**src/rtl/sha1_message_digest_assert.svh**
```systemverilog
// Assertion macros for the SHA-1 digest RTL.
`ifndef SHA1_MESSAGE_DIGEST_ASSERT_SVH
`define SHA1_MESSAGE_DIGEST_ASSERT_SVH

// The consequent must hold in the cycle after the antecedent.
`define SHA1MD_ASSERT_NEXT(lbl, ante, cons, msg) \
  lbl: assert property (@(posedge clk) disable iff (rst) (ante) |=> (cons)) else $error(msg);

// The consequent must hold in the same cycle as the antecedent.
`define SHA1MD_ASSERT_NOW(lbl, ante, cons, msg) \
  lbl: assert property (@(posedge clk) disable iff (rst) (ante) |-> (cons)) else $error(msg);

`endif

```
**src/rtl/sha1md_pkg.sv**
```systemverilog
// Package with the SHA-1 constants and the working-word type.
`default_nettype none

package sha1md_pkg;

  localparam int ROUNDS = 80;

  localparam logic [31:0] H_INIT [5] = '{
    32'h67452301, 32'hEFCDAB89, 32'h98BADCFE, 32'h10325476, 32'hC3D2E1F0
  };

  localparam logic [31:0] K_0 = 32'h5A827999;
  localparam logic [31:0] K_1 = 32'h6ED9EBA1;
  localparam logic [31:0] K_2 = 32'h8F1BBCDC;
  localparam logic [31:0] K_3 = 32'hCA62C1D6;

  localparam logic [7:0] PAD_BYTE = 8'h80;

  // Working words a through e of the compression.
  typedef struct packed {
    logic [31:0] a;
    logic [31:0] b;
    logic [31:0] c;
    logic [31:0] d;
    logic [31:0] e;
  } round_words_t;

endpackage

`default_nettype wire

```
**src/rtl/sha1_message_digest.sv**
```systemverilog
// Top level of the byte-serial SHA-1 message digest engine.
// Usage: message bytes arrive on the slave stream, one beat per item. s_tdata carries the
// byte, s_tuser says whether the byte is valid, and s_tlast closes the message after the
// beat (a beat with s_tuser low and s_tlast high closes it with no byte, so an empty
// message works). The five digest words h0..h4 leave on the master stream, h0 first,
// with m_tlast on h4, one word per cycle while m_tready is high.
// Input: a byte that does not complete a 64-byte block is taken while idle. The byte that
// completes a block starts a compression (80 rounds through the single round unit, then
// an add into the chaining words), during which s_tready is low.
// On close, the sequencer feeds the 0x80 marker, zero fill and the 8-byte bit length byte
// by byte into the block buffer, compressing once or twice, and then queues the digest.
// No new input is taken while the close sequence or a compression is running.
// Output: the digest is copied into a five-word output buffer, so the next message can be
// taken while the receiver is still draining. If the buffer has not drained when the
// next digest is ready, the block waits before copying it.
// Reset: rst is synchronous and active high; it restores the initial chaining values,
// clears the byte count and empties the output buffer.
`default_nettype none

module sha1_message_digest import sha1md_pkg::*; (
  input  logic        clk,
  input  logic        rst,
  input  logic        s_tvalid,
  output logic        s_tready,
  input  logic [7:0]  s_tdata,   // [7:0] data_byte
  input  logic        s_tuser,   // [0] has_byte
  input  logic        s_tlast,   // end_of_message
  output logic        m_tvalid,
  input  logic        m_tready,
  output logic [31:0] m_tdata,   // [31:0] digest_word
  output logic        m_tlast    // word_last
);

  localparam logic [2:0] S_IDLE  = 3'd0;
  localparam logic [2:0] S_PAD80 = 3'd1;
  localparam logic [2:0] S_PADZ  = 3'd2;
  localparam logic [2:0] S_LEN   = 3'd3;
  localparam logic [2:0] S_ROUND = 3'd4;
  localparam logic [2:0] S_ADD   = 3'd5;
  localparam logic [2:0] S_OUT   = 3'd6;

  localparam logic [6:0] LAST_ROUND = 7'(ROUNDS - 1);

  logic [2:0]   state;
  logic [2:0]   ret_state;
  logic [6:0]   round_idx;
  logic [5:0]   fill_pos;
  logic [60:0]  byte_count;
  logic         len_arm;
  logic [2:0]   out_left;
  logic [31:0]  chain [5];
  logic [31:0]  obuf [5];
  logic [511:0] win;
  round_words_t work;
  round_words_t work_next;

  logic [31:0]  w_sched;
  logic [31:0]  w_sched_raw;
  logic [63:0]  len_bits;
  logic [7:0]   len_byte;
  round_words_t chain_words;

  // The block buffer is a 512-bit shift line: bytes shift in at the bottom while filling,
  // and words shift out of the top while rounds run, so word 0 is always the current W.
  assign w_sched  = {w_sched_raw[30:0], w_sched_raw[31]};
  assign w_sched_raw = win[95:64] ^ win[255:224] ^ win[447:416] ^ win[511:480];

  assign len_bits = {byte_count, 3'b000};
  assign len_byte = len_bits[{~fill_pos[2:0], 3'b000} +: 8];

  assign chain_words = '{a: chain[0], b: chain[1], c: chain[2], d: chain[3], e: chain[4]};

  sha1md_round u_round (
    .cur       (work),
    .w         (win[511:480]),
    .round_idx (round_idx),
    .nxt       (work_next)
  );

  assign s_tready = (state == S_IDLE);
  assign m_tvalid = (out_left != 3'd0);
  assign m_tlast  = (out_left == 3'd1);
  assign m_tdata  = obuf[0];

  // Payload registers: block buffer, working words and output buffer.
  always_ff @(posedge clk) begin
    case (state)
      S_IDLE: begin
        if (s_tvalid && s_tuser) begin
          win <= {win[503:0], s_tdata};
        end
      end
      S_PAD80: begin
        win <= {win[503:0], PAD_BYTE};
      end
      S_PADZ: begin
        if (!(len_arm && fill_pos == 6'd56)) begin
          win <= {win[503:0], 8'h00};
        end
      end
      S_LEN: begin
        win <= {win[503:0], len_byte};
      end
      S_ROUND: begin
        win  <= {win[479:0], w_sched};
        work <= work_next;
      end
      default: begin
      end
    endcase
    // Load the working words from the chaining words as a compression starts.
    if (state != S_ROUND) begin
      work <= chain_words;
    end
    if (state == S_OUT && out_left == 3'd0) begin
      for (int i = 0; i < 5; i++) begin
        obuf[i] <= chain[i];
      end
    end else if (m_tvalid && m_tready) begin
      for (int i = 0; i < 4; i++) begin
        obuf[i] <= obuf[i + 1];
      end
    end
  end

  // Sequencer and control state.
  always_ff @(posedge clk) begin
    if (rst) begin
      state      <= S_IDLE;
      ret_state  <= S_IDLE;
      round_idx  <= 7'd0;
      fill_pos   <= 6'd0;
      byte_count <= 61'd0;
      len_arm    <= 1'b0;
      out_left   <= 3'd0;
      for (int i = 0; i < 5; i++) begin
        chain[i] <= H_INIT[i];
      end
    end else begin
      if (m_tvalid && m_tready) begin
        out_left <= out_left - 3'd1;
      end
      case (state)
        S_IDLE: begin
          if (s_tvalid) begin
            if (s_tuser) begin
              byte_count <= byte_count + 61'd1;
              fill_pos   <= fill_pos + 6'd1;
            end
            if (s_tuser && fill_pos == 6'd63) begin
              state     <= S_ROUND;
              ret_state <= s_tlast ? S_PAD80 : S_IDLE;
            end else if (s_tlast) begin
              state <= S_PAD80;
            end
          end
        end
        S_PAD80: begin
          fill_pos <= fill_pos + 6'd1;
          // The length fits in this block only if the marker lands before byte 56.
          len_arm  <= (fill_pos < 6'd56) || (fill_pos == 6'd63);
          if (fill_pos == 6'd63) begin
            state     <= S_ROUND;
            ret_state <= S_PADZ;
          end else begin
            state <= S_PADZ;
          end
        end
        S_PADZ: begin
          if (len_arm && fill_pos == 6'd56) begin
            state <= S_LEN;
          end else begin
            fill_pos <= fill_pos + 6'd1;
            if (fill_pos == 6'd63) begin
              len_arm   <= 1'b1;
              state     <= S_ROUND;
              ret_state <= S_PADZ;
            end
          end
        end
        S_LEN: begin
          fill_pos <= fill_pos + 6'd1;
          if (fill_pos == 6'd63) begin
            state     <= S_ROUND;
            ret_state <= S_OUT;
          end
        end
        S_ROUND: begin
          if (round_idx == LAST_ROUND) begin
            round_idx <= 7'd0;
            state     <= S_ADD;
          end else begin
            round_idx <= round_idx + 7'd1;
          end
        end
        S_ADD: begin
          chain[0] <= chain[0] + work.a;
          chain[1] <= chain[1] + work.b;
          chain[2] <= chain[2] + work.c;
          chain[3] <= chain[3] + work.d;
          chain[4] <= chain[4] + work.e;
          state    <= ret_state;
        end
        S_OUT: begin
          // Wait for the output buffer to drain, then hand over the digest.
          if (out_left == 3'd0) begin
            out_left   <= 3'd5;
            byte_count <= 61'd0;
            len_arm    <= 1'b0;
            state      <= S_IDLE;
            for (int i = 0; i < 5; i++) begin
              chain[i] <= H_INIT[i];
            end
          end
        end
        default: begin
          state <= S_IDLE;
        end
      endcase
    end
  end

`include "sha1_message_digest_assert.svh"

  `SHA1MD_ASSERT_NOW(a_round_bound, state == S_ROUND, round_idx <= LAST_ROUND, "round overrun")
  `SHA1MD_ASSERT_NEXT(a_round_done, round_idx == LAST_ROUND, state == S_ADD, "no add after rounds")
  `SHA1MD_ASSERT_NEXT(a_load, state == S_OUT && !m_tvalid, out_left == 3'd5, "digest not loaded")
  `SHA1MD_ASSERT_NEXT(a_last_gap, m_tvalid && m_tready && m_tlast, !m_tvalid, "beat after last")

endmodule

`default_nettype wire

```
**src/rtl/sha1md_round.sv**
```systemverilog
// One SHA-1 round: the shared unit the sequencer steps through eighty times per block.
`default_nettype none

module sha1md_round import sha1md_pkg::*; (
  input  round_words_t cur,
  input  logic [31:0]  w,
  input  logic [6:0]   round_idx,
  output round_words_t nxt
);

  logic [31:0] f;
  logic [31:0] k;
  logic [31:0] t;

  always_comb begin
    if (round_idx inside {[7'd0:7'd19]}) begin
      f = (cur.b & cur.c) | (~cur.b & cur.d);
      k = K_0;
    end else if (round_idx inside {[7'd20:7'd39]}) begin
      f = cur.b ^ cur.c ^ cur.d;
      k = K_1;
    end else if (round_idx inside {[7'd40:7'd59]}) begin
      f = (cur.b & cur.c) | (cur.b & cur.d) | (cur.c & cur.d);
      k = K_2;
    end else begin
      f = cur.b ^ cur.c ^ cur.d;
      k = K_3;
    end
  end

  assign t = {cur.a[26:0], cur.a[31:27]} + f + cur.e + k + w;

  assign nxt.a = t;
  assign nxt.b = cur.a;
  assign nxt.c = {cur.b[1:0], cur.b[31:2]};
  assign nxt.d = cur.c;
  assign nxt.e = cur.d;

endmodule

`default_nettype wire

```
**config.mk**
```make
export PLATFORM = sky130hd
export DESIGN_NAME = sha1_message_digest
export DESIGN_NICKNAME = d
export VERILOG_FILES = /design/src/rtl/sha1md_pkg.sv /design/src/rtl/sha1_message_digest.sv /design/src/rtl/sha1md_round.sv
export VERILOG_INCLUDE_DIRS = /design/src /design/src/rtl
export SDC_FILE = /design/constraint.sdc
export NUM_CORES = 2
export LEC_CHECK = 0
export BUFFER_PORTS_ARGS = -buffer_cell sky130_fd_sc_hd__buf_2
export CAP_MARGIN = 15
export CORE_MARGIN = 5
export CORE_UTILIZATION = 35
export DETAILED_ROUTE_END_ITERATION = 8
export GPL_ROUTABILITY_DRIVEN = 0
export HOLD_SLACK_MARGIN = 0.06
export MAX_ROUTING_LAYER = met4
export REMOVE_ABC_BUFFERS = 1
export SETUP_SLACK_MARGIN = 0.05
export SYNTH_ARGS = -nofsm -noshare
export SYNTH_HDL_FRONTEND = slang
export SYNTH_SLANG_ARGS = --single-unit
```
**constraint.sdc**
```tcl
create_clock -name clk -period 81.1 [get_ports clk]
set_input_delay 8.11 -clock clk [delete_from_list [all_inputs] [get_ports clk]]
set_output_delay 8.11 -clock clk [all_outputs]
set_load 0.02 [all_outputs]
```
After elaboration in Yosys (flattened, before gate mapping)
Memories as Yosys holds them, arrays and structs flattened.
Index checks and enable logic that the tools add are counted.

storage, ports and cells
  bits in read-only memories = 0
  memories = 2
  RAM bits = 320
  bits in registers = 756
  input port bits = 14
  latch bits = 0
  word-level logic and storage cells = 181

cells by class
  multiplexer cells = 71
  bitwise logic cells = 28
  multipliers = 0
  magnitude comparators = 7
  equal/unequal tests = 21
  shift operators = 1
  reduce and logical (&&, ||, !) cells = 25
  div/mod/pow operators = 0
  add/sub/neg operators = 13

memories
  memory  words  bits a word  read ports  clocked after memory_dff  wr ports  line                       RTL
  chain   5      32           5           0                         5         sha1_message_digest.sv:51  logic [31:0] chain [5];
  obuf    5      32           5           0                         5         sha1_message_digest.sv:52  logic [31:0] obuf [5];

operators with widths
  operator                                                                          number
  512-bit one-hot mux with 5 select lines                                           1
  512-bit 2-to-1 mux                                                                2
  32-bit 2-to-1 mux                                                                 19
  160-bit 2-to-1 mux                                                                2
  32-bit adder                                                                      9
  61-bit 2-to-1 mux                                                                 3
  32-bit bitwise XOR                                                                5
  32-bit AND                                                                        4
  61-bit one-hot mux with 2 select lines                                            1
  32-bit bitwise OR                                                                 3
  64-bit by 7-bit variable part select with 8-bit output                            1
  61-bit by 1-bit adder with 61-bit output, second input constant                   1
  3-bit 2-to-1 mux                                                                  16
  32-bit NOT                                                                        1
  31-bit 2-to-1 mux                                                                 1
  3-bit one-hot mux with 7 select lines                                             1
  1-bit 2-to-1 mux                                                                  18
  6-bit 2-to-1 mux                                                                  3
  6-bit one-hot mux with 3 select lines                                             1
  4-bit AND reduction                                                               4
  7-bit by 6-bit less-or-equal comparator with 1-bit output, second input constant  2
  1-bit bitwise OR                                                                  14
  6-bit == test, second input constant                                              2
  3-bit one-hot mux with 4 select lines                                             1
  other kinds (29)                                                                  51

Logic depth before layout (Yosys ltp)
  depth after elaboration = 12
  depth in mapped cells = 24
  gate-level depth less buffers = 23

Cells and area by module
From an unflattened synthesis, not the netlist that was laid out.

unflattened totals
  cells, all modules = 6,019
  area, all modules = 58,377.2 um2

by module, submodules not included
  module               cells each  times used  area each (um2)
  sha1_message_digest  5,230       1           51,737.1
  sha1md_round         789         1           6,640.1

Worst setup path after synthesis
No wires, ideal clock.

  path kind = input -> register
  from = input s_tvalid
  to = register win[0], enable pin
  path buffers = 0
  arrival = 29.693 ns
  cell stages on the path = 4
  slack = 50.009 ns
  cells stage by stage = nand2_1 a21oi_1 nor2_1 nor2_1

on the way
  cells in the longest elaborated chain, start to end = 3

RTL lines
  element                                             line                       RTL
  start: declaration                                  sha1_message_digest.sv:23  input logic s_tvalid,
  1-bit logical AND                                   sha1_message_digest.sv:89  if (s_tvalid && s_tuser) begin
  2-bit by 1-bit != test with 1-bit output (no line)  --
  3-bit AND reduction (no line)                       --
  end signal: assignment                              sha1_message_digest.sv:90  win <= {win[503:0], s_tdata};
  end signal: assignment                              sha1_message_digest.sv:94  win <= {win[503:0], PAD_BYTE};
  end signal: assignment                              sha1_message_digest.sv:98  win <= {win[503:0], 8'h00};
  end: declaration                                    sha1_message_digest.sv:53  logic [511:0] win;

No other way between the ends.
A chain may end at the register's enable or synchronous reset.

Worst setup path after layout
  from = input s_tuser
  to = register win[308], enable pin

on the way
  cells in the longest elaborated chain, start to end = 3

RTL lines
  element                                             line                       RTL
  start: declaration                                  sha1_message_digest.sv:26  input logic s_tuser,
  1-bit logical AND                                   sha1_message_digest.sv:89
  2-bit by 1-bit != test with 1-bit output (no line)  --
  3-bit AND reduction (no line)                       --

No other way between the ends.

==> results by group <==
Placed design
  • Final HPWL DP: roughly 100 mm
  • Quantity of I/O buffers inserted on ports: 48
  • Post-placement worst setup slack: 69.21 ns

Die
  • Ports placed on the boundary: 49
  • Placeable core region: ~160,000 um^2
  • Std cell rows: approximately 150
  • Floorplan die width: roughly 410 um
  • Starting utilization of the core area: 0.351
  • Vertical die dimension: 413 um
  • Total die area: about 170,000 um^2

Pwr
  • Overall power: roughly 1.7 mW
  • Part of the total power dissipated in combinational logic: 0.227
  • Sw frac: 0.309
  • Clock group share of total power: 0.322
  • P_int: about 1.2 mW
  • Sequential share of power: 0.451
  • Switch Pwr: roughly 0.53 mW
  • Peak supply drop: ~18 uV
  • Power density over the cells: 27.1 nW/um^2
  • Leak Pwr: between 20 and 30 nW

Route
  • Remaining number of nets flagged by the antenna check after routing: 0
  • Routed WL per cell: ~18 um
  • Initial drt markers: 3,288
  • Post-detailed-routing wire length: between 100 and 150 mm
  • DRC viols: 0
  • Drt first pass iters: 5
  • Total number of vias: between 30,000 and 40,000
  • Per-cell via count in the routed design: ~5.0

Clock network
  • Clock Root Buffer: sky130_fd_sc_hd__clkbuf_16
  • CTS H-tree depth: 3
  • Clock tree from TritonCTS: yes
  • Resize count post-CTS: 0
  • Register clock-pin slew on the reported worst setup and hold paths: around 0.06 ns
  • Max Root-Sink Buffers: 3
  • Latest clock arrival within the worst-skew pair: around 0.75 ns
  • Number of sinks on the clock net: 1,076
  • Number of buffers inserted for hold repair after clock tree synthesis: 0
  • Num CTS Buffers: roughly 120
  • Post-CTS setup buffer count: 0

Yosys
  • Area fraction of the dominant cell type after synthesis: 0.439
  • Number of warnings issued by yosys: 0
  • Number of storage elements in the synthesis netlist: roughly 1,100
  • Post-synthesis average cell area: 9.99 um^2
  • Count of flip-flops with a built-in enable after synthesis: between 800 and 900
  • Ys async rst share: 0
  • Most frequent cell after synthesis: sky130_fd_sc_hd__nand2_1
  • Xor/xnor share of the synthesized area: 0.0465
  • Top cells by count, synth: sky130_fd_sc_hd__nand2_1 (2,044), sky130_fd_sc_hd__edfxtp_1 (832), sky130_fd_sc_hd__nor2_1 (282)
  • Compound-cell area share of the yosys netlist: 0.0781
  • Number of standard cells after synthesis: approximately 5,700
  • Distinct cells, synth: 96
  • Dominant combinational cell family by area after synthesis: simple AND/OR/NAND/NOR gates
  • Cell type contributing the most total cell area after synthesis: sky130_fd_sc_hd__edfxtp_1
  • Dominant synthesized flop cell: sky130_fd_sc_hd__edfxtp_1
  • Leading post-synthesis cells by cell area: sky130_fd_sc_hd__edfxtp_1 (44%), sky130_fd_sc_hd__nand2_1 (13%), sky130_fd_sc_hd__dfxtp_1 (8.6%)
  • Synthesized-area fraction occupied by and/or/nand/nor cells: 0.192
  • Share of the yosys chip area belonging to registers: 0.525
  • Post-Synth Adder-Cell Area: 0.0871
  • Portion of netlist area occupied by mux cells: 0.0394
  • Combined area of all synthesized cells: ~57,000 um^2

Status
  • Result of the run: complete, no violations

Finish
  • Fraction of layout instances using a drive strength above 1: 0.0803
  • Synthesis-to-layout area growth: 11.0%
  • Post-Route Utilization: 0.389
  • Final nets: ~6,000

Critical path
  • Most used cell, CP: sky130_fd_sc_hd__buf_4
  • Maximum fanout count along the critical path: between 80 and 90
  • Required time at the endpoint of the critical path: ~80 ns
  • Slowest cell on the critical path: sky130_fd_sc_hd__buf_4
  • Top cell family by delay on the critical path: buffers and inverters
  • Arrival time reported for the critical path endpoint: approximately 11 ns
  • Cells along the critical path: buf_2, nand2_1, a21oi_1, nor2_1, nor2_4, buf_4, buf_4
  • CP startpoint kind: input pin
  • CP Class: in -> reg
  • CP Capture Type: flop
  • Slowest Stage Delay on Critical Path: slightly below 1 ns
  • Buffers & Inverters on Critical Path: 3

STA
  • Worst relative slew slack: 0.264
  • Final hold vios: 0
  • Minimum clock period: 11.12 ns
  • Unrepaired setup endpoints after global routing: no
  • Setup TNS after final layout: 0 ns
  • Setup violation total in the final timing report: 0
  • Highest achievable clock rate: 90.0 MHz
  • Transition at the pin with the smallest max-transition slack: 1.10 ns
  • Skew final: between 0.04 and 0.05 ns
  • Max Transition Viols Final: 0
  • Post-route fraction of the period consumed by the critical path: 0.137
  • Worst path setup slack after routing: around 70 ns

Global routing
  • Maximum number of pins on one net before global-route repair: 201
  • Gr usage total: 0.171
  • GRT overflow: 0
  • Wire length of the first global-routing pass: 226 mm
  • Initial antenna violation count: 6
  • Vias in the first global route: about 40,000

Min path
  • Min-Delay Path Class: reg -> reg

Run
  • Count of max-cap constraint violations: 0
## path summary, 6_finish.rpt
path	from	to	slack [ns]	cells after the start
max	s_tuser	win[308]	69.98	7
min	chain[0][143]	obuf[1][15]	0.49	0
max reg2reg	round_idx[0]	work[158]	74.36	22
min reg2reg	chain[0][143]	obuf[1][15]	0.49	0
## routing by layer
layer / global-route usage / share of wire / vias to the layer above
met2: 0.274 / 0.47 / 851
met3: 0.0259 / 0.045 / 204
met5: - / 0 / -
met1: 0.229 / 0.46 / 19396
met4: 0.0452 / 0.026 / 0
li1: - / - / 19335
## cell families (layout without fill, tap and decap cells)
logic type,Yosys count,in the layout
flops,1076,1076
other cells,0,3
mux,191,191
compound gates,686,686
buf+inv,445,500
fa+ha+maj,326,326
simple gates,2671,2671
xor+xnor,302,302
## registers in the layout, summed over array words and instances, names as in the netlist
signal and cells:
chain 160, work 160, out_left 3, win 512
byte_count 61, round_idx 7, len_arm 1, ret_state 3
fill_pos 6, state 3, obuf 160
## through the flow
stage,hold WS (ns),std cells,cell area [um^2]
2_1_floorplan,0.448,5437,55800
3_3_place_gp,0.465,7704,59200
3_5_place_dp,0.471,7704,59200
4_1_cts,0.483,7927,63100
5_1_grt,0.496,7930,63100
6_report,0.489,7930,63100
## power by group through the flow
stage	sequential, mW	combinational (mW)	clock, mW
after detailed placement	0.781	0.388	0
after global placement	0.781	0.381	0
final	0.770	0.388	0.549
after floorplan	0.805	0.288	0
after CTS	0.771	0.391	0.561
after global routing	0.779	0.433	0.584
## placed cells by master, fill, tap and decap left out, types with 24 or more instances in the layout
cell / netlist / layout
sky130_fd_sc_hd__nor3_1: 44 / 44
sky130_fd_sc_hd__mux2i_1: 45 / 45
sky130_fd_sc_hd__clkbuf_16: 0 / 121
sky130_fd_sc_hd__edfxtp_1: 832 / 832
sky130_fd_sc_hd__o21a_1: 30 / 30
sky130_fd_sc_hd__buf_4: 33 / 41
sky130_fd_sc_hd__a221oi_1: 32 / 32
sky130_fd_sc_hd__a21oi_1: 194 / 194
sky130_fd_sc_hd__clkbuf_1: 196 / 33
sky130_fd_sc_hd__xnor2_1: 199 / 199
sky130_fd_sc_hd__a21o_1: 94 / 94
sky130_fd_sc_hd__xor2_1: 103 / 103
sky130_fd_sc_hd__mux2_2: 133 / 133
sky130_fd_sc_hd__inv_1: 183 / 182
sky130_fd_sc_hd__buf_2: 5 / 48
sky130_fd_sc_hd__o21ai_0: 168 / 168
sky130_fd_sc_hd__nor2_1: 282 / 279
sky130_fd_sc_hd__ha_1: 209 / 209
sky130_fd_sc_hd__nand2_1: 2044 / 2041
sky130_fd_sc_hd__nand3_1: 62 / 62
sky130_fd_sc_hd__and3_1: 25 / 24
sky130_fd_sc_hd__nand2b_1: 31 / 30
sky130_fd_sc_hd__nand4_1: 34 / 34
sky130_fd_sc_hd__fa_1: 117 / 117
sky130_fd_sc_hd__dfxtp_1: 244 / 244
## final cells by class
class | count | area (um^2)
Tap cell | 2175 | 2720
Antenna cell | 3 | 7.51
Clock buffer | 171 | 3340
Inverter | 185 | 694
Sequential cell | 1076 | 29900
Multi-Input combinational cell | 4176 | 25300
Timing Repair Buffer | 92 | 608
Fill cell | 15944 | 99100
Clock inverter | 52 | 611
## worst register-to-register path, delay by kind of cell (launching register included)
family,cells,cell delay (ns)
AO/OA/AOI/OAI,8,2.63
multiplexers,1,0.20
AND/OR/NAND/NOR,5,1.06
buffers and inverters,5,1.35
adder cells (fa/ha/maj),3,1.01
flip-flops,1,0.36
(Power assumes the default switching activity.)
